[config.mk]
export PLATFORM = sky130hd
export DESIGN_NAME = trapezoid_velocity_profile_top
export DESIGN_NICKNAME = d
export VERILOG_FILES = /design/src/sv/tvp_pkg.sv /design/src/sv/tvp_iter_unit.sv /design/src/sv/trapezoid_velocity_profile_top.sv
export SDC_FILE = /design/constraint.sdc
export NUM_CORES = 2
export LEC_CHECK = 0
export BUFFER_PORTS_ARGS = -buffer_cell sky130_fd_sc_hd__buf_2
export CORE_MARGIN = 4
export CORE_UTILIZATION = 45
export DETAILED_ROUTE_END_ITERATION = 8
export GPL_TIMING_DRIVEN = 0
export PLACE_DENSITY = 0.65
export SETUP_SLACK_MARGIN = 0.4
export SKIP_LAST_GASP = 1
export SLEW_MARGIN = 40
export SYNTH_ARGS = -nofsm -noshare
export SYNTH_HDL_FRONTEND = slang
export SYNTH_SLANG_ARGS = --single-unit
[constraint.sdc]
create_clock -name clk -period 26.2 [get_ports clk]
set_input_delay 5.24 -clock clk [delete_from_list [all_inputs] [get_ports clk]]
set_output_delay 5.24 -clock clk [all_outputs]
set_load 0.01 [all_outputs]
[src/sv/tvp_pkg.sv]
`default_nettype none
package tvp_pkg;

  localparam int WORD_BITS = 32;
  localparam int FRAC_BITS = 16;
  localparam int REG_BITS  = WORD_BITS - 1;
  localparam int QUO_BITS  = WORD_BITS + FRAC_BITS;
  localparam int PROD_BITS = 2 * WORD_BITS;
  localparam int RAD_BITS  = 2 * REG_BITS;
  localparam int REM_BITS  = WORD_BITS + 2;
  localparam int CNT_BITS  = $clog2(QUO_BITS + 1);

  localparam logic [WORD_BITS-1:0] MAG_MAX  = {1'b0, {REG_BITS{1'b1}}};
  localparam logic [WORD_BITS-1:0] TIME_MAX = {WORD_BITS{1'b1}};

  localparam logic [REG_BITS-1:0] VMAX_RESET = REG_BITS'(131072);
  localparam logic [REG_BITS-1:0] AMAX_RESET = REG_BITS'(65536);

  localparam logic [1:0] CFG_VEL_LIMIT = 2'd0;
  localparam logic [1:0] CFG_MAX_ACCEL = 2'd1;

  localparam logic OP_PLAN   = 1'b0;
  localparam logic OP_SAMPLE = 1'b1;

  typedef struct packed {
    logic                        op;
    logic signed [WORD_BITS-1:0] start_position;
    logic signed [WORD_BITS-1:0] end_position;
    logic [WORD_BITS-1:0]        elapsed;
  } in_item_t;

  typedef struct packed {
    logic signed [WORD_BITS-1:0] velocity;
    logic [WORD_BITS-1:0]        duration;
    logic                        triangular;
    logic                        in_motion;
  } out_item_t;

  // command to the shared divide / square root unit
  typedef struct packed {
    logic                 start;
    logic                 is_sqrt;
    logic                 lim_time;
    logic [WORD_BITS-1:0] num;
    logic [WORD_BITS-1:0] den;
    logic [RAD_BITS-1:0]  rad;
  } iter_cmd_t;

  typedef struct packed {
    logic                 done;
    logic [WORD_BITS-1:0] result;
  } iter_rsp_t;

  typedef enum logic [3:0] {
    S_IDLE,
    S_PLAN_MAG,
    S_PLAN_VV,
    S_PLAN_RAMP,
    S_PLAN_SHAPE,
    S_PLAN_ROOT,
    S_PLAN_ROOT_WAIT,
    S_PLAN_ACCEL,
    S_PLAN_CRUISE,
    S_PLAN_SUM1,
    S_PLAN_SUM2,
    S_SMP_MUL,
    S_SMP_VEL,
    S_OUT
  } seq_state_t;

  typedef enum logic [1:0] {
    SEG_RISE,
    SEG_CRUISE,
    SEG_FALL
  } seg_t;

endpackage
`default_nettype wire

[src/sv/tvp_iter_unit.sv]
`default_nettype none
module tvp_iter_unit (
  input  wire                clk,
  input  wire                rst_n,
  input  tvp_pkg::iter_cmd_t cmd,
  output tvp_pkg::iter_rsp_t rsp
);
  import tvp_pkg::*;

  logic                 busy_r;
  logic                 done_r;
  logic [CNT_BITS-1:0]  cnt_r;
  logic                 is_sqrt_r;
  logic                 lim_time_r;
  logic [REM_BITS-1:0]  rem_r;
  logic [QUO_BITS-1:0]  q_r;
  logic [PROD_BITS-1:0] src_r;
  logic [WORD_BITS-1:0] den_r;

  logic [REM_BITS-1:0]  shifted;
  logic [REM_BITS-1:0]  trial;
  logic                 ge;
  logic [WORD_BITS-1:0] lim;

  // one restoring step: bring down one dividend bit or one radicand pair
  always_comb begin
    if (is_sqrt_r) begin
      shifted = {rem_r[REM_BITS-3:0], src_r[PROD_BITS-1 -: 2]};
      trial   = {q_r[REM_BITS-3:0], 2'b01};
    end else begin
      shifted = {rem_r[REM_BITS-2:0], src_r[PROD_BITS-1]};
      trial   = {2'b00, den_r};
    end
    ge  = (shifted >= trial);
    lim = lim_time_r ? TIME_MAX : MAG_MAX;
  end

  always_ff @(posedge clk) begin
    if (!rst_n) begin
      busy_r <= 1'b0;
      done_r <= 1'b0;
      cnt_r  <= '0;
    end else begin
      done_r <= 1'b0;
      if (cmd.start) begin
        busy_r     <= 1'b1;
        is_sqrt_r  <= cmd.is_sqrt;
        lim_time_r <= cmd.lim_time;
        den_r      <= cmd.den;
        rem_r      <= '0;
        q_r        <= '0;
        if (cmd.is_sqrt) begin
          src_r <= {cmd.rad, 2'b00};
          cnt_r <= CNT_BITS'(REG_BITS);
        end else begin
          src_r <= {cmd.num, {(PROD_BITS-WORD_BITS){1'b0}}};
          cnt_r <= CNT_BITS'(QUO_BITS);
        end
      end else if (busy_r) begin
        rem_r <= ge ? (shifted - trial) : shifted;
        q_r   <= {q_r[QUO_BITS-2:0], ge};
        src_r <= is_sqrt_r ? {src_r[PROD_BITS-3:0], 2'b00} : {src_r[PROD_BITS-2:0], 1'b0};
        cnt_r <= cnt_r - CNT_BITS'(1);
        if (cnt_r == CNT_BITS'(1)) begin
          busy_r <= 1'b0;
          done_r <= 1'b1;
        end
      end
    end
  end

  // saturate quotient; a zero divisor gives all ones and lands on the limit
  always_comb begin
    rsp.done = done_r;
    if (is_sqrt_r) begin
      rsp.result = q_r[WORD_BITS-1:0];
    end else if (q_r > {{(QUO_BITS-WORD_BITS){1'b0}}, lim}) begin
      rsp.result = lim;
    end else begin
      rsp.result = q_r[WORD_BITS-1:0];
    end
  end

endmodule
`default_nettype wire

[src/sv/trapezoid_velocity_profile_top.sv]
`default_nettype none
// Trapezoidal velocity profile generator.
// Input channel (in_valid / in_stall / in_item): op 0 plans a move from
// start_position to end_position; op 1 samples the stored profile at elapsed.
// Output channel (out_valid / out_stall / out_item): one transaction per input,
// carrying velocity, total duration, shape flag and in_motion.
// Configuration (cfg_we / cfg_index / cfg_wdata): index 0 velocity limit,
// index 1 max_accel; write only while idle.
// A sample passes S_SMP_MUL, S_SMP_VEL and S_OUT before it reaches the output
// register. A plan runs three 48-step divisions when trapezoidal, or two
// divisions plus a 31-step square root when triangular, on the single shared
// divide / square root unit.
// in_stall is high for the whole item.
// Results sit in an output register; a stalled receiver holds it, and the
// sequencer waits with the next result until that register is free.
// Reset (synchronous, rst_n low) restores a velocity limit of 2.0, max_accel
// 1.0 and an empty zero-duration plan, so samples then return zero velocity.
module trapezoid_velocity_profile_top (
  input  wire                  clk,
  input  wire                  rst_n,
  input  wire                  in_valid,
  output logic                 in_stall,
  input  tvp_pkg::in_item_t    in_item,
  output logic                 out_valid,
  input  wire                  out_stall,
  output tvp_pkg::out_item_t   out_item,
  input  wire                  cfg_we,
  input  wire [1:0]            cfg_index,
  input  wire [30:0]           cfg_wdata
);
  import tvp_pkg::*;

  seq_state_t state_r, state_nxt;

  logic [REG_BITS-1:0]  vmax_r;
  logic [REG_BITS-1:0]  amax_r;
  in_item_t             item_r;
  logic                 dir_neg_r;
  logic                 tri_r;
  logic [WORD_BITS-1:0] ramp_time_r;
  logic [WORD_BITS-1:0] cruise_end_r;
  logic [WORD_BITS-1:0] total_r;
  logic [WORD_BITS-1:0] peak_r;
  logic [WORD_BITS-1:0] plan_accel_r;
  logic [WORD_BITS-1:0] mag_r;
  logic [WORD_BITS-1:0] two_ramp_r;
  logic [PROD_BITS-1:0] prod_r;
  seg_t                 seg_r;
  logic                 moving_r;
  logic [WORD_BITS-1:0] vel_r;
  out_item_t            out_r;
  logic                 out_valid_r;

  iter_cmd_t            cmd;
  iter_rsp_t            rsp;
  logic [WORD_BITS-1:0] mul_a, mul_b;

  logic signed [WORD_BITS:0] diff;
  logic [WORD_BITS:0]        diff_abs;
  logic [WORD_BITS-1:0]      mag_sat;
  logic [WORD_BITS-1:0]      prod_sat;
  logic [WORD_BITS:0]        ramp2;
  logic [WORD_BITS:0]        sum_end;
  logic [WORD_BITS:0]        sum_total;
  logic signed [WORD_BITS:0] speed;
  logic signed [WORD_BITS:0] speed_dir;
  logic [WORD_BITS-1:0]      t_smp;

  tvp_iter_unit u_iter (
    .clk   (clk),
    .rst_n (rst_n),
    .cmd   (cmd),
    .rsp   (rsp)
  );

  // shared datapath terms
  always_comb begin
    diff      = $signed({item_r.end_position[WORD_BITS-1], item_r.end_position})
              - $signed({item_r.start_position[WORD_BITS-1], item_r.start_position});
    diff_abs  = diff[WORD_BITS] ? (~diff + (WORD_BITS+1)'(1)) : diff;
    mag_sat   = (diff_abs > {1'b0, MAG_MAX}) ? MAG_MAX : diff_abs[WORD_BITS-1:0];
    prod_sat  = (prod_r[PROD_BITS-1:FRAC_BITS] > {{(PROD_BITS-FRAC_BITS-WORD_BITS){1'b0}}, MAG_MAX})
              ? MAG_MAX : prod_r[FRAC_BITS +: WORD_BITS];
    ramp2     = {1'b0, rsp.result} + {1'b0, rsp.result};
    sum_end   = {1'b0, ramp_time_r} + {1'b0, cruise_end_r};
    sum_total = {1'b0, cruise_end_r} + {1'b0, ramp_time_r};
    t_smp     = item_r.elapsed;
    unique case (seg_r)
      SEG_RISE:   speed = $signed({1'b0, prod_sat});
      SEG_CRUISE: speed = $signed({1'b0, peak_r});
      default:    speed = $signed({1'b0, peak_r}) - $signed({1'b0, prod_sat});
    endcase
    speed_dir = dir_neg_r ? -speed : speed;
  end

  // multiplier operand select
  always_comb begin
    mul_a = {1'b0, vmax_r};
    mul_b = {1'b0, vmax_r};
    unique case (state_r)
      S_PLAN_SHAPE: begin
        mul_a = mag_r;
        mul_b = {1'b0, amax_r};
      end
      S_SMP_MUL: begin
        mul_a = plan_accel_r;
        mul_b = (t_smp < ramp_time_r) ? t_smp : (t_smp - cruise_end_r);
      end
      default: begin
        mul_a = {1'b0, vmax_r};
        mul_b = {1'b0, vmax_r};
      end
    endcase
  end

  // next state and unit commands
  always_comb begin
    state_nxt    = state_r;
    cmd          = '0;
    unique case (state_r)
      S_IDLE: begin
        if (in_valid) begin
          state_nxt = (in_item.op == OP_SAMPLE) ? S_SMP_MUL : S_PLAN_MAG;
        end
      end
      S_PLAN_MAG: state_nxt = S_PLAN_VV;
      S_PLAN_VV: begin
        cmd.start = 1'b1;
        cmd.num   = prod_sat;
        cmd.den   = {amax_r, 1'b0};
        state_nxt = S_PLAN_RAMP;
      end
      S_PLAN_RAMP: begin
        if (rsp.done) begin
          state_nxt = S_PLAN_SHAPE;
        end
      end
      S_PLAN_SHAPE: begin
        if (mag_r >= two_ramp_r) begin
          cmd.start    = 1'b1;
          cmd.lim_time = 1'b1;
          cmd.num      = {1'b0, vmax_r};
          cmd.den      = {1'b0, amax_r};
          state_nxt    = S_PLAN_ACCEL;
        end else begin
          state_nxt = S_PLAN_ROOT;
        end
      end
      S_PLAN_ROOT: begin
        cmd.start   = 1'b1;
        cmd.is_sqrt = 1'b1;
        cmd.rad     = prod_r[RAD_BITS-1:0];
        state_nxt   = S_PLAN_ROOT_WAIT;
      end
      S_PLAN_ROOT_WAIT: begin
        if (rsp.done) begin
          cmd.start    = 1'b1;
          cmd.lim_time = 1'b1;
          cmd.num      = rsp.result;
          cmd.den      = {1'b0, amax_r};
          state_nxt    = S_PLAN_ACCEL;
        end
      end
      S_PLAN_ACCEL: begin
        if (rsp.done) begin
          if (!tri_r) begin
            cmd.start    = 1'b1;
            cmd.lim_time = 1'b1;
            cmd.num      = mag_r - two_ramp_r;
            cmd.den      = {1'b0, vmax_r};
            state_nxt    = S_PLAN_CRUISE;
          end else begin
            state_nxt = S_PLAN_SUM1;
          end
        end
      end
      S_PLAN_CRUISE: begin
        if (rsp.done) begin
          state_nxt = S_PLAN_SUM1;
        end
      end
      S_PLAN_SUM1: state_nxt = S_PLAN_SUM2;
      S_PLAN_SUM2: state_nxt = S_OUT;
      S_SMP_MUL:   state_nxt = S_SMP_VEL;
      S_SMP_VEL:   state_nxt = S_OUT;
      S_OUT: begin
        if (!out_valid_r || !out_stall) begin
          state_nxt = S_IDLE;
        end
      end
      default: state_nxt = S_IDLE;
    endcase
  end

  // hold state register
  always_ff @(posedge clk) begin
    if (!rst_n) begin
      state_r <= S_IDLE;
    end else begin
      state_r <= state_nxt;
    end
  end

  // configuration registers
  always_ff @(posedge clk) begin
    if (!rst_n) begin
      vmax_r <= VMAX_RESET;
      amax_r <= AMAX_RESET;
    end else if (cfg_we) begin
      if (cfg_index == CFG_VEL_LIMIT) begin
        vmax_r <= cfg_wdata;
      end else if (cfg_index == CFG_MAX_ACCEL) begin
        amax_r <= cfg_wdata;
      end
    end
  end

  // plan state and working registers
  always_ff @(posedge clk) begin
    prod_r <= PROD_BITS'(mul_a) * PROD_BITS'(mul_b);
    if (!rst_n) begin
      dir_neg_r    <= 1'b0;
      tri_r        <= 1'b0;
      ramp_time_r  <= '0;
      cruise_end_r <= '0;
      total_r      <= '0;
      peak_r       <= '0;
      plan_accel_r <= '0;
    end else begin
      unique case (state_r)
        S_IDLE: begin
          if (in_valid) begin
            item_r <= in_item;
          end
        end
        S_PLAN_MAG: begin
          mag_r     <= mag_sat;
          dir_neg_r <= !(item_r.end_position > item_r.start_position);
        end
        S_PLAN_RAMP: begin
          if (rsp.done) begin
            two_ramp_r <= (ramp2 > {1'b0, MAG_MAX}) ? MAG_MAX : ramp2[WORD_BITS-1:0];
          end
        end
        S_PLAN_SHAPE: begin
          if (mag_r >= two_ramp_r) begin
            tri_r  <= 1'b0;
            peak_r <= {1'b0, vmax_r};
          end else begin
            tri_r <= 1'b1;
          end
        end
        S_PLAN_ROOT_WAIT: begin
          if (rsp.done) begin
            peak_r <= rsp.result;
          end
        end
        S_PLAN_ACCEL: begin
          if (rsp.done) begin
            ramp_time_r  <= rsp.result;
            cruise_end_r <= '0;
          end
        end
        S_PLAN_CRUISE: begin
          if (rsp.done) begin
            cruise_end_r <= rsp.result;
          end
        end
        S_PLAN_SUM1: begin
          cruise_end_r <= sum_end[WORD_BITS] ? TIME_MAX : sum_end[WORD_BITS-1:0];
        end
        S_PLAN_SUM2: begin
          total_r      <= sum_total[WORD_BITS] ? TIME_MAX : sum_total[WORD_BITS-1:0];
          plan_accel_r <= {1'b0, amax_r};
          vel_r        <= '0;
          moving_r     <= 1'b0;
        end
        S_SMP_MUL: begin
          moving_r <= (t_smp != '0) && (t_smp < total_r);
          if (t_smp < ramp_time_r) begin
            seg_r <= SEG_RISE;
          end else if (t_smp < cruise_end_r) begin
            seg_r <= SEG_CRUISE;
          end else begin
            seg_r <= SEG_FALL;
          end
        end
        S_SMP_VEL: begin
          vel_r <= moving_r ? speed_dir[WORD_BITS-1:0] : '0;
        end
        default: begin
        end
      endcase
    end
  end

  // output register: load when free or being taken
  always_ff @(posedge clk) begin
    if (!rst_n) begin
      out_valid_r <= 1'b0;
    end else begin
      if (out_valid_r && !out_stall) begin
        out_valid_r <= 1'b0;
      end
      if (state_r == S_OUT && (!out_valid_r || !out_stall)) begin
        out_valid_r      <= 1'b1;
        out_r.velocity   <= vel_r;
        out_r.duration   <= total_r;
        out_r.triangular <= tri_r;
        out_r.in_motion  <= moving_r;
      end
    end
  end

  assign in_stall  = (state_r != S_IDLE);
  assign out_valid = out_valid_r;
  assign out_item  = out_r;

endmodule
`default_nettype wire
== After elaboration in Yosys (flattened, before gate mapping) ==
Cells that the tools add are included.
Word-level totals
  output and inout bits: 68
  latch bits: 0
  memories kept: 0
  memory bits (read-only): 0
  input bits: 135
  register bits after elaboration: 740
  RAM bits: 0
Operators by class
  add/subtract/negate cells: 10
  order comparisons: 10
  multipliers: 1
  muxes and demuxes: 62
  bitwise gates (word level): 4
  div/mod/pow operators: 0
  reductions and logical operators: 36
  eq/ne operators: 23
  shift operators: 0
Operators by type and width (count)
  2-to-1 mux 32 bit: 11
  case mux 32 bit (2 select lines): 5
  2-to-1 mux 65 bit: 4
  2-to-1 mux 64 bit: 4
  case mux 64 bit (4 select lines): 1
  2-to-1 mux 33 bit: 3
  < comparator 32 bit: 3
  case mux 32 bit (3 select lines): 1
  subtractor 32 bit: 3
  2-to-1 mux 34 bit: 2
  adder 32 x 32 -> 33 bit: 2
  greater-than comparator 33 x 31 -> 1 bit, second input constant: 2
  multiplier 32 x 32 -> 64 bit: 1
  2-to-1 mux 62 bit: 1
  case mux 4 bit (13 select lines): 1
  greater-than comparator 48 x 31 -> 1 bit, second input constant: 1
  greater-than comparator 48 x 32 -> 1 bit: 1
  2-to-1 mux 48 bit: 1
  greater-or-equal comparator 34 bit: 1
  adder 33 x 2 -> 33 bit, second input constant: 1
  inverter 33 bit: 1
  subtractor 32 x 32 -> 33 bit: 1
  subtractor 33 bit: 1
  greater-or-equal comparator 32 bit: 1
  other kinds (33): 93

== Longest topological paths before layout ==
  word-level depth: 8
  gate-level depth with buffers: 46
  depth with buffers taken out: 45

== Cells and area by module ==
A second synthesis with hierarchy kept.
Unflattened totals
  cells, all modules: 8751
  area total of the unflattened synthesis: 77875.9 um^2
By module, submodules not included
  trapezoid_velocity_profile_top: cells each 7784, area an instance 66911.7 um^2, times used 1
  tvp_iter_unit: cells each 967, area an instance 10964.3 um^2, times used 1

== Worst setup path before layout ==
No wires, ideal clock.
  kind: input-to-reg
  start: in rst_n
  end: reg item_r[32] (netlist bit) (enable)
  stages: 5
  setup time: 551 ps
  buffers on the path: 3
  arrival time: 10099 ps
  path slack: 15550 ps
  required time: 25649 ps
  cells stage by stage: clkbuf_1 > clkbuf_1 > clkbuf_1 > nand2_1 > nor2_1
Between the ends
  word-level cells in the longest chain between the ends: 1
RTL lines
  start, declared: RTL line trapezoid_velocity_profile_top.sv:20  | input wire rst_n,
  AND reduction 3 bit (no source line)
  end signal, assigned: RTL line trapezoid_velocity_profile_top.sv:233  | item_r <= in_item;
  end, declared: RTL line trapezoid_velocity_profile_top.sv:37  | in_item_t item_r;
Every way passes these cells.
A chain may end at the register's enable or synchronous reset.

== Worst setup path after layout ==
  start: reg item_r (netlist bit t_smp[25])
  end: reg prod_r[50]
Between the ends
  word-level cells in the longest chain between the ends: 4
  elaborated cells on any way between the ends: 5
  classes of those cells: 1 x add/sub; 1 x mul; 1 x order compare; 2 x mux
RTL lines
  subtractor 32 bit or < comparator 32 bit (tied branches): RTL line trapezoid_velocity_profile_top.sv:107  | mul_b = (t_smp < ramp_time_r) ? t_smp : (t_smp - cruise_end_r);
  2-to-1 mux 32 bit *: RTL line trapezoid_velocity_profile_top.sv:107
  case mux 32 bit (2 select lines) *: RTL line trapezoid_velocity_profile_top.sv:100  | unique case (state_r)
  multiplier 32 x 32 -> 64 bit *: RTL line trapezoid_velocity_profile_top.sv:220  | prod_r <= PROD_BITS'(mul_a) * PROD_BITS'(mul_b);
  end signal, assigned: RTL line trapezoid_velocity_profile_top.sv:220
  end, declared: RTL line trapezoid_velocity_profile_top.sv:47  | logic [PROD_BITS-1:0] prod_r;
Every way passes the cells marked *; elsewhere a longest branch is shown, timed or not.

==> flow_summary.toml <==
[global_route]
grtUsageTotal = 0.352
first_global_vias = 65000
grt-ovfl-total = 0
grt_max_degree = 42
antenna_found_initial = 31
grt_pass1_wl_mm = 449

[power_and_ir_drop]
power_frac_seq = 0.306
power_frac_comb = 0.456
clkPwrFrac = 0.238
p_int_mw = 2.91
leakage_nw = 37.2
vdd_drop_max_v = 0.0000540
power_switching_mw = 2.30
powerDensity_mw_per_mm2 = 61.7
swShare = 0.441
total_power_mw = 5.21

[worst_setup_path]
end_kind = "register"
path_common_cell = "fa_1"
cp.required_ps = 26770
startpoint_type = "register"
path_max_fanout = 10
crit_arrival_ps = 15110
rrSetupSlack_ps = 11660
crit_type = "reg2reg"
crit_path_top_delay_cell = "a221o_1"
critPathMaxStageDelay_ps = 810

[synthesis]
yosysWarnings = 0
syn-mean-instance-area_um2 = 9.10
ys_seq_area_frac = 0.251
ys_types = 99
synthCells = 8403
synth_ff_type = "edfxtp_1"
synth_edf_count = 438
ys_ff_latch = 738
syn_area_mm2 = 0.0764
async_flop_share = 0

[hold_path]
hold_path.class = "reg2reg"

[placed_design]
routabilityCongestion = 1.07
io_buffers = 201
dp_hpwl_mm = 258
dpl_worst_slack_ps = 11760

[timing]
worst_slew_pin_slew_ps = 1060
timing.final.ws_setup_ps = 11660
setup_viol = 0
rsz0062_at_grt = "false"
setup-tns-final_ps = 0
drv_slew = 0
maxSlewHeadroom = 0.288
max_freq_mhz = 68.8
post-route-period-util = 0.555
min_period_ps = 14540
worst_clock_skew_ps = 48.1
fin_hold_ws_ps = 415
hold_viol = 0

[cts]
postCtsHoldBufs = 0
cts_buffer_depth = 3
clk_latency_ps = 740
cts_tree = "built"
root_buffer = "clkbuf_16"
cts.reportedPaths.clkPinSlew_ps = 60
htreeDepth = 3
cts-buffers-inserted = 84
post_cts_buffers = 0
cts_sinks = 738
post_cts_resized = 0

[finish]
area_growth_pct = 10.4
layout-drive-gt1-share = 0.0786
nets = 10300
fillers = 15800

[floorplanning]
num_io_pins = 203
dieArea_mm2 = 0.177
rows = 150
die_w_um = 420
start_util = 0.455
fp.dieH_um = 420
core_area_mm2 = 0.168

[routing]
first_pass_iters = 7
drt_iter0_markers = 7320
ant_nets = 0
routed_wl_mm = 312
vias = 66000
wl_per_cell_um = 28.3
via_per_inst = 5.97
drc_errors = 0

[run]
maxCapViolations = 0

[outcome]
status = "complete, no violations"
==> logic make-up after synthesis <==
logic type	after synthesis	synth area share
adders and majority gates	1426	0.322
and+or+nand+nor	2595	0.152
buffers and inverters	1598	0.0791
DFF	738	0.251
other	1	0.0000491
xor gates and xnor gates	244	0.0280
AOI/OAI and AO/OA	1631	0.146
muxes	170	0.0229
==> Yosys cell counts, types with 13 or more instances <==
cell | number | share of area
inv_1 | 1154 | 0.057
nor2_1 | 945 | 0.046
fa_1 | 902 | 0.24
nand2_1 | 869 | 0.043
ha_1 | 524 | 0.086
edfxtp_1 | 438 | 0.17
clkbuf_1 | 398 | 0.020
a21oi_1 | 381 | 0.025
o21ai_0 | 328 | 0.021
dfxtp_1 | 300 | 0.079
xnor2_1 | 151 | 0.017
a21o_1 | 145 | 0.014
and2_1 | 135 | 0.011
mux2i_1 | 134 | 0.018
nand2b_1 | 133 | 0.011
a21boi_0 | 107 | 0.011
xor2_1 | 93 | 0.011
nor3_1 | 84 | 0.0055
nand3_1 | 81 | 0.0053
a211oi_1 | 80 | 0.0079
nor2b_1 | 75 | 0.0061
o211a_1 | 61 | 0.0080
nand4_1 | 58 | 0.0047
o21a_1 | 56 | 0.0055
a221oi_1 | 54 | 0.0062
or2_2 | 47 | 0.0038
o221ai_1 | 40 | 0.0046
or3_1 | 40 | 0.0033
and3_1 | 38 | 0.0031
nor4_1 | 38 | 0.0031
mux2_2 | 36 | 0.0053
o211ai_1 | 34 | 0.0033
a31oi_1 | 33 | 0.0027
a222oi_1 | 31 | 0.0041
o21bai_1 | 31 | 0.0030
buf_1 | 28 | 0.0014
a22oi_1 | 27 | 0.0027
a221o_1 | 24 | 0.0031
o31ai_1 | 21 | 0.0021
o22a_1 | 17 | 0.0019
a211o_1 | 16 | 0.0018
o22ai_1 | 16 | 0.0013
buf_2 | 13 | 0.00085
==> state kept, by name, summed over array words and instances (netlist names), 2 cells and up <==
| name | flops |
|---|---|
| prod_r | 64 |
| amax_r | 31 |
| u_iter.cnt_r | 6 |
| plan_accel_r | 31 |
| u_iter.src_r | 62 |
| vmax_r | 31 |
| state_r | 4 |
| u_iter.q_r | 48 |
| cruise_end_r | 32 |
| item_r | 64 |
| t_smp | 32 |
| peak_r | 32 |
| seg_r | 2 |
| two_ramp_r | 32 |
| mag_r | 32 |
| u_iter.rem_r | 33 |
| u_iter.den_r | 32 |
| out_item | 66 |
| vel_r | 32 |
| ramp_time_r | 32 |
| total_r | 32 |
==> worst max-delay path: cells and delay by family (launching register included) <==
family          cells  cell delay (ps)
buf+inv             6             1600
flops               1              730
compound gates     14             4930
fa+ha+maj          10             4840
simple gates        7             1840
xor+xnor            1              410
==> layer usage <==
layer,vias to the layer above,global-route usage,part of all wire
li1,28700,-,-
met1,32500,0.454,0.39
met2,3847,0.509,0.41
met3,894,0.121,0.12
met4,18,0.215,0.076
met5,-,0,0.00083
==> cell type report <==
cell class	instances	area, um2	area share
multi-input cells	6069	51800	0.614
flip-flops and latches	738	19200	0.227
inverters	1154	4330	0.0513
well taps	2204	2760	0.0327
clock buffers	110	2360	0.0279
plain buffers	444	1800	0.0213
repair buffers	258	1590	0.0188
clock inverters	47	541	0.00640
diodes	22	55.1	0.000652
==> power by group through the flow <==
| stage | Clock, mW | Combinational [mW] | Sequential (mW) |
|---|---|---|---|
| floorplan | 0 | 1.48 | 1.51 |
| global placement | 0 | 2.21 | 1.62 |
| detailed placement | 0 | 2.28 | 1.61 |
| CTS | 1.25 | 2.30 | 1.58 |
| global route | 1.30 | 2.55 | 1.60 |
| finish | 1.24 | 2.37 | 1.59 |
==> cell usage in the layout, fill, tap and decap left out, types with 81 or more instances in the layout <==
master,netlist,routed
edfxtp_1,438,438
xnor2_1,151,151
o21ai_0,328,325
nor2_1,945,914
nand2b_1,133,133
a21boi_0,107,107
nand3_1,81,81
inv_1,1154,1154
nor3_1,84,82
fa_1,902,902
dfxtp_1,300,300
mux2i_1,134,133
clkbuf_1,398,341
clkbuf_16,0,87
a21oi_1,381,377
nand2_1,869,867
a21o_1,145,145
xor2_1,93,93
buf_2,13,235
and2_1,135,134
ha_1,524,524
==> stage by stage <==
| step | instances | util | cell area, um2 |
|---|---|---|---|
| after global routing | 11000 | 0.502 | 84400 |
| final | 11000 | 0.503 | 84400 |
| after detailed placement | 10900 | 0.485 | 81400 |
| after global placement | 10800 | 0.477 | 80200 |
| after CTS | 11000 | 0.502 | 84300 |
| after floorplan | 8405 | - | 76400 |
==> worst paths after layout <==
check	end	start	depth (start not counted)
max	prod_r[50]$_DFF_P_	t_smp[25]$_DFFE_PP_	38
min	out_item[50]$_DFFE_PP_	vel_r[16]$_SDFFCE_PN0P_	0
max reg2reg	prod_r[50]$_DFF_P_	t_smp[25]$_DFFE_PP_	38
min reg2reg	out_item[50]$_DFFE_PP_	vel_r[16]$_SDFFCE_PN0P_	0
(Power assumes the default switching activity.)
